--- config.mk ---
export PLATFORM = sky130hd
export DESIGN_NAME = delta_sleep_queue
export DESIGN_NICKNAME = d
export VERILOG_FILES = /design/src/rtl/dsq_pkg.sv /design/src/rtl/dsq_front.sv /design/src/rtl/dsq_back.sv /design/src/rtl/delta_sleep_queue.sv
export SDC_FILE = /design/constraint.sdc
export NUM_CORES = 1
export LEC_CHECK = 0
export BUFFER_PORTS_ARGS = -buffer_cell sky130_fd_sc_hd__buf_2
export CAP_MARGIN = 20
export CELL_PAD_IN_SITES_DETAIL_PLACEMENT = 1
export CELL_PAD_IN_SITES_GLOBAL_PLACEMENT = 1
export CORE_MARGIN = 5
export CORE_UTILIZATION = 50
export DETAILED_ROUTE_END_ITERATION = 16
export GPL_ROUTABILITY_DRIVEN = 0
export PLACE_DENSITY_LB_ADDON = 0.1
export SETUP_SLACK_MARGIN = 0.2
export SYNTH_ARGS = -nofsm -noshare
export SYNTH_HDL_FRONTEND = slang
export SYNTH_HIERARCHICAL = 1
export SYNTH_SLANG_ARGS = --single-unit
--- constraint.sdc ---
create_clock -name i_clk -period 6 [get_ports i_clk]
set_input_delay 1.5 -clock i_clk [delete_from_list [all_inputs] [get_ports i_clk]]
set_output_delay 1.5 -clock i_clk [all_outputs]
set_load 0.02 [all_outputs]
--- src/rtl/dsq_pkg.sv ---
// ----------------------------------------------------------------------------
// dsq_pkg - shared types and codes for the delta sleep queue
// Request/result word layouts, request and status codes.
// ----------------------------------------------------------------------------
package dsq_pkg;

    localparam int unsigned TaskW  = 8;
    localparam int unsigned TicksW = 16;

    typedef enum logic [1:0] {
        REQ_INSERT = 2'd0,
        REQ_CANCEL = 2'd1,
        REQ_TICK   = 2'd2,
        REQ_NONE   = 2'd3
    } t_req;

    typedef enum logic [2:0] {
        ST_DONE      = 3'd0,
        ST_WOKEN     = 3'd1,
        ST_NONE_WOKE = 3'd2,
        ST_FULL      = 3'd3,
        ST_ZERO      = 3'd4,
        ST_NOT_FOUND = 3'd5
    } t_status;

    typedef struct packed {
        logic [1:0]        req_type;
        logic [TaskW-1:0]  task_id;
        logic [TicksW-1:0] sleep_ticks;
    } t_in_word;

    typedef struct packed {
        logic [2:0]       status;
        logic [TaskW-1:0] woken_task;
        logic             last_result;
    } t_out_word;

endpackage

--- src/rtl/dsq_front.sv ---
// ----------------------------------------------------------------------------
// dsq_front - request intake
// Drops unused request codes and holds a two-word queue towards the back end.
// ----------------------------------------------------------------------------
module dsq_front (
    input  logic              i_clk,
    input  logic              i_rst_n,
    input  logic              i_valid,
    output logic              o_stall,
    input  dsq_pkg::t_in_word i_word,
    output logic              o_q_valid,
    input  logic              i_q_take,
    output dsq_pkg::t_in_word o_q_word
);

    dsq_pkg::t_in_word r_mem [2];
    logic              r_wp, r_rp;
    logic [1:0]        r_cnt;
    logic              w_push;
    logic              w_pop;

    assign o_stall   = (r_cnt == 2'd2);
    assign w_push    = i_valid && !o_stall && (i_word.req_type != dsq_pkg::REQ_NONE);
    assign w_pop     = i_q_take && (r_cnt != 2'd0);
    assign o_q_valid = (r_cnt != 2'd0);
    assign o_q_word  = r_mem[r_rp];

    always_ff @(posedge i_clk) begin
        if (w_push) begin
            r_mem[r_wp] <= i_word;
        end
        if (!i_rst_n) begin
            r_wp  <= 1'b0;
            r_rp  <= 1'b0;
            r_cnt <= 2'd0;
        end else begin
            if (w_push) begin
                r_wp <= !r_wp;
            end
            if (w_pop) begin
                r_rp <= !r_rp;
            end
            r_cnt <= r_cnt + {1'b0, w_push} - {1'b0, w_pop};
        end
    end

endmodule

--- src/rtl/dsq_back.sv ---
// ----------------------------------------------------------------------------
// dsq_back - delta-list engine
// Walks the list one entry at a time through a registered read port; shifts one
// entry at a time for insert/remove; finished words wait in a result register.
// ----------------------------------------------------------------------------
module dsq_back #(
    parameter int unsigned QUEUE_DEPTH = 16
) (
    input  logic               i_clk,
    input  logic               i_rst_n,
    input  logic               i_q_valid,
    output logic               o_q_take,
    input  dsq_pkg::t_in_word  i_q_word,
    output logic               o_valid,
    input  logic               i_stall,
    output dsq_pkg::t_out_word o_word
);

    localparam int unsigned IdxW = (QUEUE_DEPTH > 1) ? $clog2(QUEUE_DEPTH) : 1;
    localparam int unsigned CntW = $clog2(QUEUE_DEPTH + 1);
    localparam int unsigned TW   = dsq_pkg::TaskW;
    localparam int unsigned DW   = dsq_pkg::TicksW;
    localparam logic [CntW-1:0] Full = CntW'(QUEUE_DEPTH);

    typedef enum logic [2:0] {
        S_IDLE, S_INS_CMP, S_INS_SHIFT, S_CAN_CMP, S_REM_SHIFT, S_TICK_CHK, S_OUT
    } t_state;

    // entry memories, single read port with registered data
    logic [TW-1:0]   r_task [QUEUE_DEPTH];
    logic [DW-1:0]   r_delta [QUEUE_DEPTH];
    logic [TW-1:0]   r_rd_task;
    logic [DW-1:0]   r_rd_delta;
    logic [IdxW-1:0] w_ra;
    logic            w_we;
    logic [IdxW-1:0] w_wa;
    logic [TW-1:0]   w_wt;
    logic [DW-1:0]   w_wd;

    t_state          r_state;
    logic [CntW-1:0] r_occ;
    logic [CntW-1:0] r_pos;     // walk / shift pointer
    logic [CntW-1:0] r_slot;    // insert position
    logic [DW-1:0]   r_rem;
    logic [TW-1:0]   r_tid;
    logic            r_ph;      // phase within a step (0 = read issued, 1 = data back)
    logic            r_first;   // tick decrement still to apply
    logic            r_woke;    // a released task waits to be reported
    logic [TW-1:0]   r_wtask;   // that task
    logic            r_after;   // resume the tick loop after the result
    dsq_pkg::t_out_word r_res;  // finished word, waiting for the output register
    dsq_pkg::t_out_word r_out;
    logic            r_ovalid;
    logic            w_load;
    logic            w_ins_go;
    logic [DW-1:0]   w_head;

    assign o_valid  = r_ovalid;
    assign o_word   = r_out;
    assign o_q_take = (r_state == S_IDLE);
    assign w_load   = (r_state == S_OUT) && (!r_ovalid || !i_stall);
    assign w_ins_go = (r_pos < r_occ) && (r_rd_delta < r_rem);
    // head delta once this tick's decrement is applied (saturates at zero)
    assign w_head   = (r_first && r_rd_delta != '0) ? r_rd_delta - DW'(1) : r_rd_delta;

    // read address: pointer during walks, pointer-1 for insert shift, pointer+1
    // for remove shift, the head during a tick
    always_comb begin
        w_ra = r_pos[IdxW-1:0];
        case (r_state)
            S_INS_SHIFT: w_ra = IdxW'(r_pos - CntW'(1));
            S_REM_SHIFT: w_ra = IdxW'(r_pos + CntW'(1));
            S_TICK_CHK:  w_ra = '0;
            default: ;
        endcase
    end

    always_ff @(posedge i_clk) begin
        r_rd_task  <= r_task[w_ra];
        r_rd_delta <= r_delta[w_ra];
        if (w_we) begin
            r_task[w_wa]  <= w_wt;
            r_delta[w_wa] <= w_wd;
        end
    end

    // Insert shift: pos starts at occ; each step reads pos-1, then
    // writes pos; the new entry goes in at the slot. Remove shift: reads pos+1
    // then writes pos.
    always_comb begin
        w_we = 1'b0;
        w_wa = r_pos[IdxW-1:0];
        w_wt = r_rd_task;
        w_wd = r_rd_delta;
        case (r_state)
            S_INS_CMP: begin
                // at the stop point, trim the follower
                if (r_ph && !w_ins_go && r_pos < r_occ) begin
                    w_we = 1'b1;
                    w_wd = r_rd_delta - r_rem;
                end
            end
            S_INS_SHIFT: begin
                if (r_pos == r_slot) begin
                    w_we = 1'b1;
                    w_wt = r_tid;
                    w_wd = r_rem;
                end else if (r_ph) begin
                    w_we = 1'b1;
                end
            end
            S_REM_SHIFT: begin
                if (r_ph) begin
                    w_we = 1'b1;
                    w_wd = r_rd_delta + r_rem;
                end
            end
            S_TICK_CHK: begin
                if (r_ph && r_first) begin
                    w_we = 1'b1;
                    w_wa = '0;
                    w_wd = w_head;
                end
            end
            default: ;
        endcase
    end

    always_ff @(posedge i_clk) begin
        if (!i_rst_n) begin
            r_state  <= S_IDLE;
            r_occ    <= '0;
            r_ovalid <= 1'b0;
            r_ph     <= 1'b0;
            r_pos    <= '0;
        end else begin
            if (w_load) begin
                r_ovalid <= 1'b1;
                r_out    <= r_res;
            end else if (!i_stall) begin
                r_ovalid <= 1'b0;
            end
            case (r_state)
                S_IDLE: begin
                    if (i_q_valid) begin
                        r_tid   <= i_q_word.task_id;
                        r_rem   <= i_q_word.sleep_ticks;
                        r_pos   <= '0;
                        r_ph    <= 1'b0;
                        r_woke  <= 1'b0;
                        r_first <= 1'b1;
                        r_after <= 1'b0;
                        r_res.woken_task  <= '0;
                        r_res.last_result <= 1'b1;
                        case (i_q_word.req_type)
                            dsq_pkg::REQ_INSERT: begin
                                if (i_q_word.sleep_ticks == '0) begin
                                    r_res.status <= dsq_pkg::ST_ZERO;
                                    r_state <= S_OUT;
                                end else if (r_occ >= Full) begin
                                    r_res.status <= dsq_pkg::ST_FULL;
                                    r_state <= S_OUT;
                                end else begin
                                    r_state <= S_INS_CMP;
                                end
                            end
                            dsq_pkg::REQ_CANCEL: r_state <= S_CAN_CMP;
                            dsq_pkg::REQ_TICK:   r_state <= S_TICK_CHK;
                            default:             r_state <= S_IDLE;
                        endcase
                    end
                end
                S_INS_CMP: begin
                    if (!r_ph) begin
                        r_ph <= 1'b1;
                    end else if (w_ins_go) begin
                        r_rem <= r_rem - r_rd_delta;
                        r_pos <= r_pos + CntW'(1);
                        r_ph  <= 1'b0;
                    end else begin
                        r_slot  <= r_pos;
                        r_pos   <= r_occ;
                        r_ph    <= 1'b0;
                        r_state <= S_INS_SHIFT;
                    end
                end
                S_INS_SHIFT: begin
                    if (r_pos == r_slot) begin
                        r_occ        <= r_occ + CntW'(1);
                        r_res.status <= dsq_pkg::ST_DONE;
                        r_state      <= S_OUT;
                    end else if (!r_ph) begin
                        r_ph <= 1'b1;
                    end else begin
                        r_ph  <= 1'b0;
                        r_pos <= r_pos - CntW'(1);
                    end
                end
                S_CAN_CMP: begin
                    if (r_pos >= r_occ) begin
                        r_res.status <= dsq_pkg::ST_NOT_FOUND;
                        r_state <= S_OUT;
                    end else if (!r_ph) begin
                        r_ph <= 1'b1;
                    end else if (r_rd_task == r_tid) begin
                        r_rem   <= r_rd_delta;
                        r_ph    <= 1'b0;
                        r_state <= S_REM_SHIFT;
                    end else begin
                        r_ph  <= 1'b0;
                        r_pos <= r_pos + CntW'(1);
                    end
                end
                S_REM_SHIFT: begin
                    if (r_pos + CntW'(1) >= r_occ) begin
                        r_occ <= r_occ - CntW'(1);
                        r_pos <= '0;
                        if (r_after) begin
                            r_state <= S_TICK_CHK;
                        end else begin
                            r_res.status <= dsq_pkg::ST_DONE;
                            r_state <= S_OUT;
                        end
                    end else if (!r_ph) begin
                        r_ph <= 1'b1;
                    end else begin
                        r_ph  <= 1'b0;
                        r_rem <= '0;   // only the first follower takes the delta
                        r_pos <= r_pos + CntW'(1);
                    end
                end
                S_TICK_CHK: begin
                    if (!r_ph && r_occ != '0) begin
                        r_ph <= 1'b1;
                    end else if (!r_ph || w_head != '0) begin
                        // queue empty or head still asleep: final word
                        r_ph    <= 1'b0;
                        r_first <= 1'b0;
                        r_after <= 1'b0;
                        r_res.status      <= r_woke ? dsq_pkg::ST_WOKEN
                                                    : dsq_pkg::ST_NONE_WOKE;
                        r_res.woken_task  <= r_woke ? r_wtask : '0;
                        r_res.last_result <= 1'b1;
                        r_state <= S_OUT;
                    end else if (r_woke) begin
                        // another release follows: held one goes out, not last
                        r_ph    <= 1'b0;
                        r_first <= 1'b0;
                        r_woke  <= 1'b0;
                        r_after <= 1'b1;
                        r_res.status      <= dsq_pkg::ST_WOKEN;
                        r_res.woken_task  <= r_wtask;
                        r_res.last_result <= 1'b0;
                        r_state <= S_OUT;
                    end else begin
                        // head releases; remove it (zero carried to follower)
                        r_ph    <= 1'b0;
                        r_first <= 1'b0;
                        r_woke  <= 1'b1;
                        r_wtask <= r_rd_task;
                        r_rem   <= '0;
                        r_pos   <= '0;
                        r_after <= 1'b1;
                        r_state <= S_REM_SHIFT;
                    end
                end
                S_OUT: begin
                    if (w_load) begin
                        r_ph    <= 1'b0;
                        r_state <= r_after ? S_TICK_CHK : S_IDLE;
                    end
                end
                default: r_state <= S_IDLE;
            endcase
        end
    end

endmodule

--- src/rtl/delta_sleep_queue.sv ---
// ----------------------------------------------------------------------------
// delta_sleep_queue - sorted delta-list sleep queue of task ids
// Front end queues request words; back end walks the list in a memory.
// ----------------------------------------------------------------------------
// Insert and cancel walk or shift the list one entry at a time through the
// single registered read port; rejects go straight to the result word; a tick
// also removes each released head with a remove shift.
// One request at a time in the back end; the front holds two more words.
// Reset (synchronous, active low) empties the queue; no clearing pass.
module delta_sleep_queue #(
    parameter int unsigned QUEUE_DEPTH = 16
) (
    input  logic               i_clk,
    input  logic               i_rst_n,
    input  logic               i_valid,
    output logic               o_stall,
    input  dsq_pkg::t_in_word  i_word,
    output logic               o_valid,
    input  logic               i_stall,
    output dsq_pkg::t_out_word o_word
);

    logic              w_q_valid;
    logic              w_q_take;
    dsq_pkg::t_in_word w_q_word;

    dsq_front u_front (
        .i_clk    (i_clk),
        .i_rst_n  (i_rst_n),
        .i_valid  (i_valid),
        .o_stall  (o_stall),
        .i_word   (i_word),
        .o_q_valid(w_q_valid),
        .i_q_take (w_q_take),
        .o_q_word (w_q_word)
    );

    dsq_back #(.QUEUE_DEPTH(QUEUE_DEPTH)) u_back (
        .i_clk    (i_clk),
        .i_rst_n  (i_rst_n),
        .i_q_valid(w_q_valid),
        .o_q_take (w_q_take),
        .i_q_word (w_q_word),
        .o_valid  (o_valid),
        .i_stall  (i_stall),
        .o_word   (o_word)
    );

endmodule

# --- Word-level counts from Yosys, hierarchy flattened ---
# Memory sizes are Yosys's and may differ from the RTL's. A register that Yosys moved wholly into a read port is not among the register bits.
# Index checks and enable logic that the tools add are counted.
word_totals:
  register_bits: 83
  ram_bits: 436
  input_bits: 30
  out_inout_bits: 14
  mem_count: 3
op_classes:
  add_sub_neg: 10
  order_cmp: 5
  eq_ne: 39
  muxes: 104
  bitwise: 4
  n_reduce_logical: 45
memory_table:
  columns: ["memory", "words", "width", "read_ports", "rd_clocked_by_memory_dff", "write_ports", "line", "source"]
  rows:
  - ["u_back.r_delta", 16, 16, 1, 1, 1, "dsq_back.sv:31", "logic [DW-1:0] r_delta [QUEUE_DEPTH];"]
  - ["u_back.r_task", 16, 8, 1, 1, 1, "dsq_back.sv:30", "logic [TW-1:0] r_task [QUEUE_DEPTH];"]
  - ["u_front.r_mem", 2, 26, 1, 1, 1, "dsq_front.sv:16", "dsq_pkg::t_in_word r_mem [2];"]
ops:
  columns: ["operator", "count"]
  rows:
  - ["two-way mux 16 bit", 16]
  - ["case mux 16 bit (5 select lines)", 1]
  - ["two-way mux 5 bit", 15]
  - ["case mux 16 bit (4 select lines)", 1]
  - ["two-way mux 3 bit", 21]
  - ["two-way mux 12 bit", 4]
  - ["nonzero test 16 bit", 2]
  - ["subtractor 16 bit", 2]
  - ["case mux 5 bit (6 select lines)", 1]
  - ["two-way mux 1 bit", 26]
  - ["inequality test 2 x 1 -> 1 bit (second input constant)", 13]
  - ["two-way mux 8 bit", 3]
  - ["case mux 3 bit (7 select lines)", 1]
  - ["inequality test 2 bit (second input constant)", 10]
  - ["case mux 9 bit (2 select lines)", 1]
  - ["adder 16 bit", 1]
  - ["logical NOT 16 bit", 1]
  - ["less-than comparator 16 bit", 1]
  - ["subtractor 16 x 1 -> 16 bit (second input constant)", 1]
  - ["inequality test 3 x 1 -> 1 bit (second input constant)", 5]
  - ["case mux 3 bit (5 select lines)", 1]
  - ["AND reduction 5 bit", 3]
  - ["nonzero test 5 bit", 3]
  - ["AND reduction 13 bit", 1]
  - ["other kinds (38)", 73]

# --- Longest topological paths before layout ---
# Gate-level depths: netlist of the first run.
depth:
  word_depth: 9
  depth_mapped: 14
  mapped_depth_nobuf: 12

# --- Cells and area by module ---
# The synthesis of the first run kept the hierarchy.
modules_own_cells:
  columns: ["module", "instances", "cells_each", "area_each_um2", "seq_area_each_um2"]
  rows:
  - ["dsq_back", 1, 1840, 24101.9, 14233.7]
  - ["dsq_front", 1, 107, 2240.9, 1661.6]

# --- Worst setup path after synthesis of the first run ---
# OpenSTA, ideal clock, no wires.
synth_timing:
  path_type: "reg2reg"
  start: "register u_back.r_rd_delta[3], read port of u_back.r_delta"
  end: "memory u_back/r_delta[3][0] (netlist name), enable pin"
  t_arrival_ps: 4721
  t_required_ps: 5534
  path_slack_ps: 813
  path_stages_with_launch: 11
  path_buffers: 1
  path_cell_list: "dfxtp_1 > inv_1 > ha_1 > buf_2 > o21ai_1 > o21a_1 > o2bb2ai_1 > o21a_1 > o32ai_1 > o2111ai_1 > nor4_1"
synth_via:
  elab_chain_len: 9
synth_rtl:
  columns: ["item", "line", "source"]
  rows:
  - ["start: declaration", "dsq_back.sv:33", "logic [DW-1:0] r_rd_delta;"]
  - ["less-than comparator 16 bit", "dsq_back.sv:62", "assign w_ins_go = (r_pos < r_occ) && (r_rd_delta < r_rem);"]
  - ["logical AND 1 bit", "dsq_back.sv:62", null]
  - ["logical NOT 1 bit", "dsq_back.sv:98", "if (r_ph && !w_ins_go && r_pos < r_occ) begin"]
  - ["logical AND 1 bit (2 in a row)", "dsq_back.sv:98", null]
  - ["two-way mux 1 bit", "dsq_back.sv:98", null]
  - ["case mux 1 bit (4 select lines)", "dsq_back.sv:95", "case (r_state)"]
  - ["two-way mux 1 bit", "dsq_back.sv:81", "if (w_we) begin"]
  - ["two-way mux 1 bit (not written as such)", "dsq_back.sv:83", "r_delta[w_wa] <= w_wd;"]
  - ["end: declaration", "dsq_back.sv:31", null]
# Every way passes these cells.

# --- Worst setup path after layout of the first run ---
layout_timing:
  start: "register u_back.r_rd_delta[2], read port of u_back.r_delta"
  end: "memory u_back/r_delta[7][0] (netlist name), enable pin"
# The elaborated chain is that of the path after synthesis.

==> results of run 1 <==
[layout make-up]
class / instances / share of cell area [%]
clock buffers: 74 / 5.053
clock inverters: 33 / 1.188
inverters: 73 / 0.9291
multi-input cells: 1231 / 33.46
flip-flops and latches: 544 / 53.89
well taps: 688 / 2.919
repair buffers: 103 / 2.554
[stage by stage]
step / instance area, um^2 / hold slack, ns / total power [W] / setup slack [ns]
2_1_floorplan: 26340 / 0.4003 / 0.01166 / 0.8129
3_3_place_gp: 27630 / 0.4014 / 0.01456 / 1.100
4_1_cts: 29470 / 0.4183 / 0.01834 / 0.8939
3_5_place_dp: 27630 / 0.4057 / 0.01479 / 0.9560
5_1_grt: 29490 / 0.4292 / 0.01926 / 0.6884
6_report: 29490 / 0.4169 / 0.01837 / 0.9761
[cell usage after synthesis (16+ instances only)]
library cell	instances	share of area (%)
edfxtp_1	500	57
mux2i_1	370	14
nor2_1	93	1.3
nand2_1	91	1.3
a21oi_1	83	1.6
o21ai_0	82	1.6
ha_1	69	3.3
inv_1	67	0.95
dfxtp_1	44	3.3
clkbuf_1	43	0.61
xnor2_1	43	1.4
buf_2	38	0.72
nor3_1	35	0.66
nand3_1	24	0.46
a21o_1	20	0.57
mux2_4	20	1.1
a211oi_1	17	0.48
and2_1	16	0.38
mux2_2	16	0.68
[sequential cells by signal (all words and copies together), names as in the netlist, 8 cells and up, named ones only]
register	cells
u_back/o_word	12
u_back/r_delta	256
u_back/r_rd_delta	16
u_back/r_rd_task	8
u_back/r_rem	16
u_back/r_res	12
u_back/r_task	128
u_back/r_tid	8
u_back/r_wtask	8
u_front/r_mem	52
[power breakdown]
part	total (W)	switching, W	internal, W
Clock	0.00350	0.00148	0.00201
Combinational	0.00914	0.00592	0.00322
Sequential	0.00573	0.000351	0.00538
Total	0.0184	0.00776	0.0106
[critical path: cells and delay by family, from the launching register on]
family	cells	cell delay, ns
AND/OR/NAND/NOR	1	0.91
flip-flops	1	0.57
AO/OA/AOI/OAI	6	2.40
buffers and inverters	1	0.15
adder cells (fa/ha/maj)	1	0.60
[logic make-up (layout without fill, tap and decap cells)]
group                      count (synthesis)  count (layout)  share of synthesized area, %
adders and majority gates                 73              73                         3.581
DFF                                      544             544                         60.34
xor gates and xnor gates                  50              50                         1.662
muxes                                    406             406                         15.88
buffers and inverters                    172             283                         2.855
and+or+nand+nor                          354             354                         6.816
AOI/OAI and AO/OA                        348             348                         8.863
[layer usage]
layer,up-vias,wire (um),share of wire [%],track usage [%]
li1,7587,-,-,-
met1,8720,32640,43,34.93
met2,433,36580,49,43.60
met3,133,3473,4.6,3.880
met4,2,2369,3.2,8.404
met5,-,13,0.017,0
[worst min-delay path by stage]
| stage | startpoint | to | slack [ns] | cells after the start |
|---|---|---|---|---|
| after CTS | u_back/r_res[11] | u_back/o_word[11] | 0.42 | 0 |
| after global routing | u_back/r_res[10] | u_back/o_word[10] | 0.43 | 0 |
| final | u_back/r_res[11] | u_back/o_word[11] | 0.42 | 0 |
| after detailed placement | u_back/r_res[10] | u_back/o_word[10] | 0.41 | 0 |
| after global placement | u_back/r_res[10] | u_back/o_word[10] | 0.40 | 0 |
| after floorplan | u_back/r_res[0] | u_back/o_word[0] | 0.40 | 0 |
==> impl_metrics.json, run 1 <==
{
  "run_status": "finished, final reports clean",
  "timing.fmax_mhz": 199.0,
  "rows": 84,
  "ir_worst_vdd_mv": 0.3285,
  "nets": 2113,
  "synth-seq-cells": 544,
  "post-cts-setup-buffers": 0,
  "r2r_start": "u_back/r_rd_delta[2]",
  "initial_core_util_pct": 50.33,
  "grt_pass1_vias": 17830,
  "cts-htree-levels": 2,
  "worstSetupEndpoint": "u_back/r_delta[7][0]",
  "skew_ns": 0.02390,
  "p_per_area_nw_per_um2": 622.7,
  "ys_types": 88,
  "p_leak_nw": 11.05,
  "multiInputGateArea_um2": 9869,
  "grt_util_all_layers_pct": 25.93,
  "seqCellArea_um2": 15900,
  "synthCells": 1947,
  "finalMaxSlewViolations": 0,
  "crit_path_start_kind": "flop",
  "crit_top_cell": "o21a_1",
  "grt_start_max_net_pins": 52,
  "clkTransAtPathRegs_ns": 0.07,
  "setup_tns_ns": 0,
  "die_area_um2": 57380,
  "hold_buffers": 0,
  "drc_errors": 0,
  "antenna_found_initial": 1,
  "critPathSlowestCell": "nor2_4",
  "grt_pass1_wl_mm": 113.2,
  "mostFrequentLayoutCells": "edfxtp_1 (500), mux2i_1 (370), nand2_1 (91), a21oi_1 (82), o21ai_0 (81)",
  "fill_cells": 5067,
  "slew_headroom_pct": 31.53,
  "area_growth_pct": 11.96,
  "fp.dieH_um": 239.5,
  "timing.final.crit_share_pct": 83.73,
  "coreArea_um2": 52340,
  "hold_path.class": "flop to flop",
  "numPortBuffers": 43,
  "clk_latency_ns": 0.62,
  "worstReg2RegEnd": "u_back/r_delta[7][0]",
  "firstDrtPassIters": 5,
  "hold_viol": 0,
  "period_minus_slack_ns": 5.024,
  "synthFlopType": "edfxtp_1",
  "async_reset_ff_share_pct": 0,
  "cts.sinks": 544,
  "post_drt_wl_per_cell_um": 27.34,
  "diodes": 0,
  "cts-root-buf": "clkbuf_16",
  "numCtsBuffers": 57,
  "via_per_inst": 6.145,
  "crit_path_max_fanout": 24,
  "grt-ovfl-total": 0,
  "crit_type": "flop to flop",
  "wl_mm": 75.08,
  "cts_buffer_depth": 3,
  "synth_edf_count": 500,
  "utilization_pct": 56.35,
  "critPathLaunch": "u_back/r_rd_delta[2]",
  "drtIter0Drc": 1397,
  "worstMarginPinSlew_ns": 1.023,
  "ios": 44,
  "syn_area_per_cell_um2": 13.53,
  "maxCapViolCount": 0,
  "cp.required_ns": 6.23,
  "r2r_cells": 9,
  "drive_gt1_share_pct": 12.97,
  "setup_violations": 0,
  "ant_nets": 0,
  "vias": 16880,
  "synth_warnings": 6,
  "yosysSeqAreaShare_pct": 60.34,
  "syn-num-nets": 2050,
  "hpwl_mm": 51.08,
  "end_kind": "flop",
  "syn_area_um2": 26340,
  "ctsResizeCount": 0,
  "r2r_setup_slack_ns": 0.98,
  "cts_tree": "built",
  "final_common_cell": "edfxtp_1",
  "instances_no_fill": 2746,
  "slowest_delay_ns": 0.91,
  "dieWidth_um": 239.5,
  "rsz0062_at_grt": "no",
  "dp_cells": 2636,
  "path_cells": "inv_1, ha_1, a211oi_1, o21a_1, o2bb2ai_1, o21a_1, o32ai_1, o2111ai_1, nor2_4",
  "worstPathArrival_ns": 5.26
}
Note: power is estimated with default switching activity, not from simulation.
==> inputs of run 2 (changes only) <==
- CORE_UTILIZATION: 50 -> 48
- clock period: 6 -> 4.1 ns (I/O delays scaled with it)
==> run 2 against run 1 <==
  * Global-route usage down 1.3 points
  * Die area up 4.0%
  * Clock power up 46%
  * Combinational power up 46%
  * Hold slack better by 0.0010 ns
  * Maximum frequency up 33%
  * Cell area up 2.7%
  * Sequential share of layout area down 1.4 points
  * Routed wire length down 0.77%
  * Utilization down 0.38 points
  * Worst setup slack worse by 0.64 ns
  * Power up 46%
  * Critical endpoint is now u_back/r_rem[8]
  * Largest power group unchanged
  * Highest routed layer is now met4
==> impl_metrics.json, run 2 (synthesized netlist as in run 1, its figures left out) <==
{
  "run_status": "finished, final reports clean",
  "area_growth_pct": 15.00,
  "power_w": 0.02676,
  "clk_latency_ns": 0.64,
  "ant_nets": 0,
  "top_register": "u_back/r_delta",
  "crit_path_start_kind": "flop",
  "rsz0062_at_grt": "no",
  "skew_ns": 0.03274,
  "period_minus_slack_ns": 3.767,
  "fp.dieH_um": 244.3,
  "largest_registers": "u_back/r_delta x256, u_back/r_task x128, u_front/r_mem x52",
  "p_per_area_nw_per_um2": 883.1,
  "utilization_pct": 55.96,
  "finalMaxSlewViolations": 0,
  "drc_errors": 0,
  "crit_type": "flop to flop",
  "path_cells": "buf_4, nor2_1, and4_1, nand4_1, a21bo_2, nor4_4, nand3b_1, a21o_1, nor4_4, buf_6",
  "ios": 44,
  "hold_viol": 0,
  "crit_top_cell": "nor4_4",
  "grt-ovfl-total": 0,
  "cts.sinks": 544,
  "drive_gt1_share_pct": 16.62,
  "instances_no_fill": 2814,
  "hold_path.class": "flop to flop",
  "numCtsBuffers": 58,
  "cts_tree": "built",
  "final_common_cell": "edfxtp_1",
  "numPortBuffers": 43,
  "setup_tns_ns": 0,
  "timing.fmax_mhz": 265.5,
  "end_kind": "flop",
  "place_ws_ns": 0.2058,
  "largest_reg_flops": 256,
  "dieWidth_um": 244.3,
  "via_per_inst": 5.979,
  "vias": 16830,
  "firstDrtPassIters": 5,
  "cts-htree-levels": 2,
  "die_area_um2": 59670,
  "rows": 85,
  "slew_headroom_pct": 31.89,
  "timing.final.crit_share_pct": 91.87,
  "critPathSlowestCell": "and4_1",
  "grt_start_max_net_pins": 61,
  "worstMarginPinSlew_ns": 1.018,
  "p_leak_nw": 11.45,
  "diodes": 0,
  "worstPathArrival_ns": 4.06,
  "dp_cells": 2700,
  "cts_buffer_depth": 3,
  "drtIter0Drc": 1213,
  "worst_slack_ns": 0.3333,
  "grt_pass1_vias": 17620,
  "maxCapViolCount": 0,
  "ir_worst_vdd_mv": 0.6185,
  "mostFrequentLayoutCells": "edfxtp_1 (500), mux2i_1 (370), buf_4 (93), nand2_1 (89)",
  "clkTransAtPathRegs_ns": 0.06,
  "antenna_found_initial": 1,
  "cts-root-buf": "clkbuf_16",
  "grt_util_all_layers_pct": 24.64,
  "hold_buffers": 0,
  "crit_path_max_fanout": 16,
  "hpwl_mm": 49.59,
  "wl_mm": 74.51,
  "cp.required_ns": 4.40,
  "grt_pass1_wl_mm": 112.0,
  "initial_core_util_pct": 48.66,
  "post_drt_wl_per_cell_um": 26.48,
  "slowest_delay_ns": 0.51,
  "coreArea_um2": 54130,
  "setup_violations": 0,
  "nets": 2172
}
run 2: cell types whose count changed in the layout (fill, tap and decap cells not counted), sizes merged:
cell | previous run | this run
buf | 102 | 161
clkinvlp | 2 | 1
inv | 71 | 70
clkbuf | 75 | 86
clkinv | 27 | 22
bufinv | 6 | 3
run 2: layout make-up:
type,instances,area (um^2)
timing repair buffer,161,1405
clock inverter,23,239.0
clock buffer,86,1647
inverter,73,274.0
fill,5282,23840
tap,696,870.8
sequential,544,15900
multi-input combinational,1231,9963
run 2: power breakdown:
part | internal [W] | switching (W) | total [W]
logic | 0.00500 | 0.00828 | 0.0133
clock network | 0.00298 | 0.00215 | 0.00512
registers | 0.00786 | 0.000491 | 0.00835
run 2: critical path, delay by kind of cell, from the launching register on:
kind,cells,cell delay [ns]
compound gates,2,0.54
buf+inv,2,0.46
flops,1,0.32
simple gates,6,2.13
run 2: repair_timing:
item | 4_1_cts | 5_1_grt
pin swaps | 0 | 3
hold endpoints to repair | 0 | 0
gates resized for setup | 2 | 17
gates cloned | 0 | 0
endpoints found under the setup margin | 38 | 487
setup buffers | 0 | 4
run 2: metrics by stage:
step	hold WS, ns	cell area (um^2)
after floorplan	0.4003	26380
after global placement	0.4040	28290
after detailed placement	0.4066	28290
after CTS	0.4191	30180
after global routing	0.4301	30300
final	0.4180	30300
run 2: path summary, 6_finish.rpt:
kind | from | to | slack [ns] | cells past startpoint
worst max-delay path | u_back/r_rd_delta[4] | u_back/r_rem[8] | 0.33 | 10
worst min-delay path | u_back/r_res[6] | u_back/o_word[6] | 0.42 | 0
worst max register to register | u_back/r_rd_delta[4] | u_back/r_rem[8] | 0.33 | 10
worst min register to register | u_back/r_res[6] | u_back/o_word[6] | 0.42 | 0
run 2: metal layers:
metal / share of wire, % / GRT usage [%] / vias to the layer above
met3: 4.7 / 3.352 / 129
met4: 3.2 / 7.418 / 0
li1: - / - / 7687
met5: 0 / 0 / -
met2: 49 / 41.31 / 432
met1: 43 / 33.77 / 8577
==> inputs of run 3 (changes only) <==
- CORE_UTILIZATION: 48 -> 50
- clock period: 4.1 -> 3.95 ns (I/O delays scaled with it)
==> run 3 against run 2 <==
  * Die area fell by 3.8%
  * Clock power rose by 2%
  * Hold slack improved by 0.0061 ns
  * Cell count rose by 0.60%
  * Non-clock buffer count rose by 30
  * Worst setup slack barely moved
  * Count of clock-buffer cells in the layout fell by 17
  * Sequential cell count did not move
  * First-iteration DRC count fell by 7.7%
  * Largest power group unchanged
  * Combinational power rose by 7%
  * Sequential power rose by 2.5%
  * Utilization rose by 2.4 points
==> impl_metrics.json, run 3 (synthesized netlist as in run 1, its figures left out) <==
{
  "worstReg2RegEnd": "u_back/r_rem[0]",
  "crit_path_max_fanout": 8,
  "wl_mm": 73.98,
  "timing.final.crit_share_pct": 91.56,
  "drc_errors": 0,
  "r2r_setup_slack_ns": 0.33,
  "hold_viol": 0,
  "path_buf_inv": 6,
  "hpwl_mm": 48.94,
  "numCtsBuffers": 55,
  "die_area_um2": 57380,
  "run_status": "finished, final reports clean",
  "instances_no_fill": 2831,
  "largest_registers": "u_back/r_delta x256, u_back/r_task x128, u_front/r_mem x52",
  "ir_worst_vdd_mv": 0.9412,
  "diodes": 0,
  "cts.sinks": 544,
  "slowest_delay_ns": 0.39,
  "area_growth_pct": 15.97,
  "mostFrequentLayoutCells": "edfxtp_1 (500), mux2i_1 (370), buf_4 (116), nand2_1 (90), a21oi_1 (80)",
  "p_sw_w": 0.01142,
  "antenna_found_initial": 0,
  "whs_ns": 0.4241,
  "firstDrtPassIters": 5,
  "grt_start_max_net_pins": 85,
  "r2r_cells": 15,
  "cp.required_ns": 4.25,
  "drtIter0Drc": 1120,
  "period_minus_slack_ns": 3.616,
  "largest_reg_flops": 256,
  "min_from": "u_back/r_res[9]",
  "ios": 44,
  "nets": 2199,
  "p_leak_nw": 11.59,
  "critPathSlowestCell": "dfxtp_1",
  "utilization_pct": 58.37,
  "maxCapViolCount": 0,
  "grt_pass1_vias": 18080,
  "skew_ns": 0.02745,
  "crit_family": "simple AND/OR/NAND/NOR gates",
  "sequentialPowerShare_pct": 30.6,
  "p_clk_share_pct": 18.6,
  "cts_tree": "built",
  "crit_type": "flop to flop",
  "grt_util_all_layers_pct": 25.33,
  "cts-htree-levels": 2,
  "r2r_start": "u_back/r_rd_delta[1]",
  "end_kind": "flop",
  "setup_violations": 0,
  "top_register": "u_back/r_delta",
  "hold_path.class": "flop to flop",
  "hold_buffers": 0,
  "worstPathArrival_ns": 3.92,
  "rows": 84,
  "placed_area_um2": 28430,
  "min_to": "u_back/o_word[9]",
  "intPower_w": 0.01659,
  "dp_cells": 2711,
  "worstMarginPinSlew_ns": 0.7109,
  "cts_buffer_depth": 3,
  "hold_depth": 0,
  "final_area_um2": 30550,
  "grt-ovfl-total": 0,
  "cts-root-buf": "clkbuf_16",
  "numPortBuffers": 43,
  "crit_top_cell": "buf_4",
  "clk_latency_ns": 0.61,
  "post_drt_wl_per_cell_um": 26.13,
  "via_per_inst": 6.028,
  "clkTransAtPathRegs_ns": 0.06,
  "swShare_pct": 40.76,
  "crit_path_start_kind": "flop",
  "finalMaxSlewViolations": 0,
  "dieWidth_um": 239.5,
  "grt_pass1_wl_mm": 111.0,
  "rsz0062_at_grt": "yes",
  "initial_core_util_pct": 50.33,
  "timing.fmax_mhz": 276.5,
  "fp.dieH_um": 239.5,
  "slew_headroom_pct": 52.10,
  "power_w": 0.02801,
  "path_cells": "buf_6, inv_2, ha_4, and4bb_1, buf_4, nand4_1, buf_4, nand3b_1, nand4_1, nor4_4, buf_4, nand3b_1, a21o_1, nor4_4, clkbuf_4",
  "final_common_cell": "edfxtp_1",
  "p_per_area_nw_per_um2": 916.9,
  "coreArea_um2": 52340,
  "vias": 17070,
  "ant_nets": 0,
  "drive_gt1_share_pct": 18.01,
  "comb_power_share_pct": 50.9
}
## run 3: stage by stage
stage	TNS (ns)	setup slack [ns]
2_1_floorplan	-1.806	-0.01534
3_3_place_gp	-0.03657	-0.002595
3_5_place_dp	-0.6561	-0.04129
4_1_cts	0	0.2001
5_1_grt	0	0.1625
6_report	0	0.3336
## run 3: timing repair
item	CTS	global route
buffers inserted	0	11
gates resized for setup	3	29
cloned	0	4
setup endpoints to repair	48	478
pin swaps	2	10
## run 3: layout make-up
class | instances | area (um^2)
Sequential cell | 544 | 15900
Timing Repair Buffer | 191 | 1689
Tap cell | 688 | 860.8
Clock buffer | 69 | 1521
Multi-Input combinational cell | 1231 | 10010
Fill cell | 5095 | 21790
Clock inverter | 35 | 294.0
Inverter | 73 | 274.0
## run 3: worst max-delay path by stage
stage	startpoint	end	slack [ns]	cells after the start
3_3_place_gp	u_back/r_rem[0]	u_back/r_delta[4][10]	-0.003	11
4_1_cts	u_back/r_rd_delta[1]	u_back/r_delta[7][15]	0.20	13
3_5_place_dp	u_back/r_rem[0]	u_back/r_delta[13][10]	-0.04	11
2_1_floorplan	u_back/r_rd_delta[3]	u_back/r_delta[8][0]	-0.02	11
5_1_grt	u_back/r_rd_delta[1]	u_back/r_rem[9]	0.16	15
6_report	u_back/r_rd_delta[1]	u_back/r_rem[0]	0.33	15
## run 3: metal layers
metal / share of wire, % / track usage, %
met1: 44 / 35.07
met2: 49 / 42.99
met3: 4.2 / 2.959
met4: 2.4 / 6.571
met5: 0 / 0
## run 3: power by group through the flow
| stage | Combinational, W | Clock (W) | Sequential (W) |
|---|---|---|---|
| 3_3_place_gp | 0.0134 | 0 | 0.00866 |
| 3_5_place_dp | 0.0137 | 0 | 0.00868 |
| 4_1_cts | 0.0139 | 0.00531 | 0.00856 |
| 5_1_grt | 0.0153 | 0.00560 | 0.00860 |
| 6_report | 0.0142 | 0.00520 | 0.00856 |
| 2_1_floorplan | 0.00913 | 0 | 0.00860 |
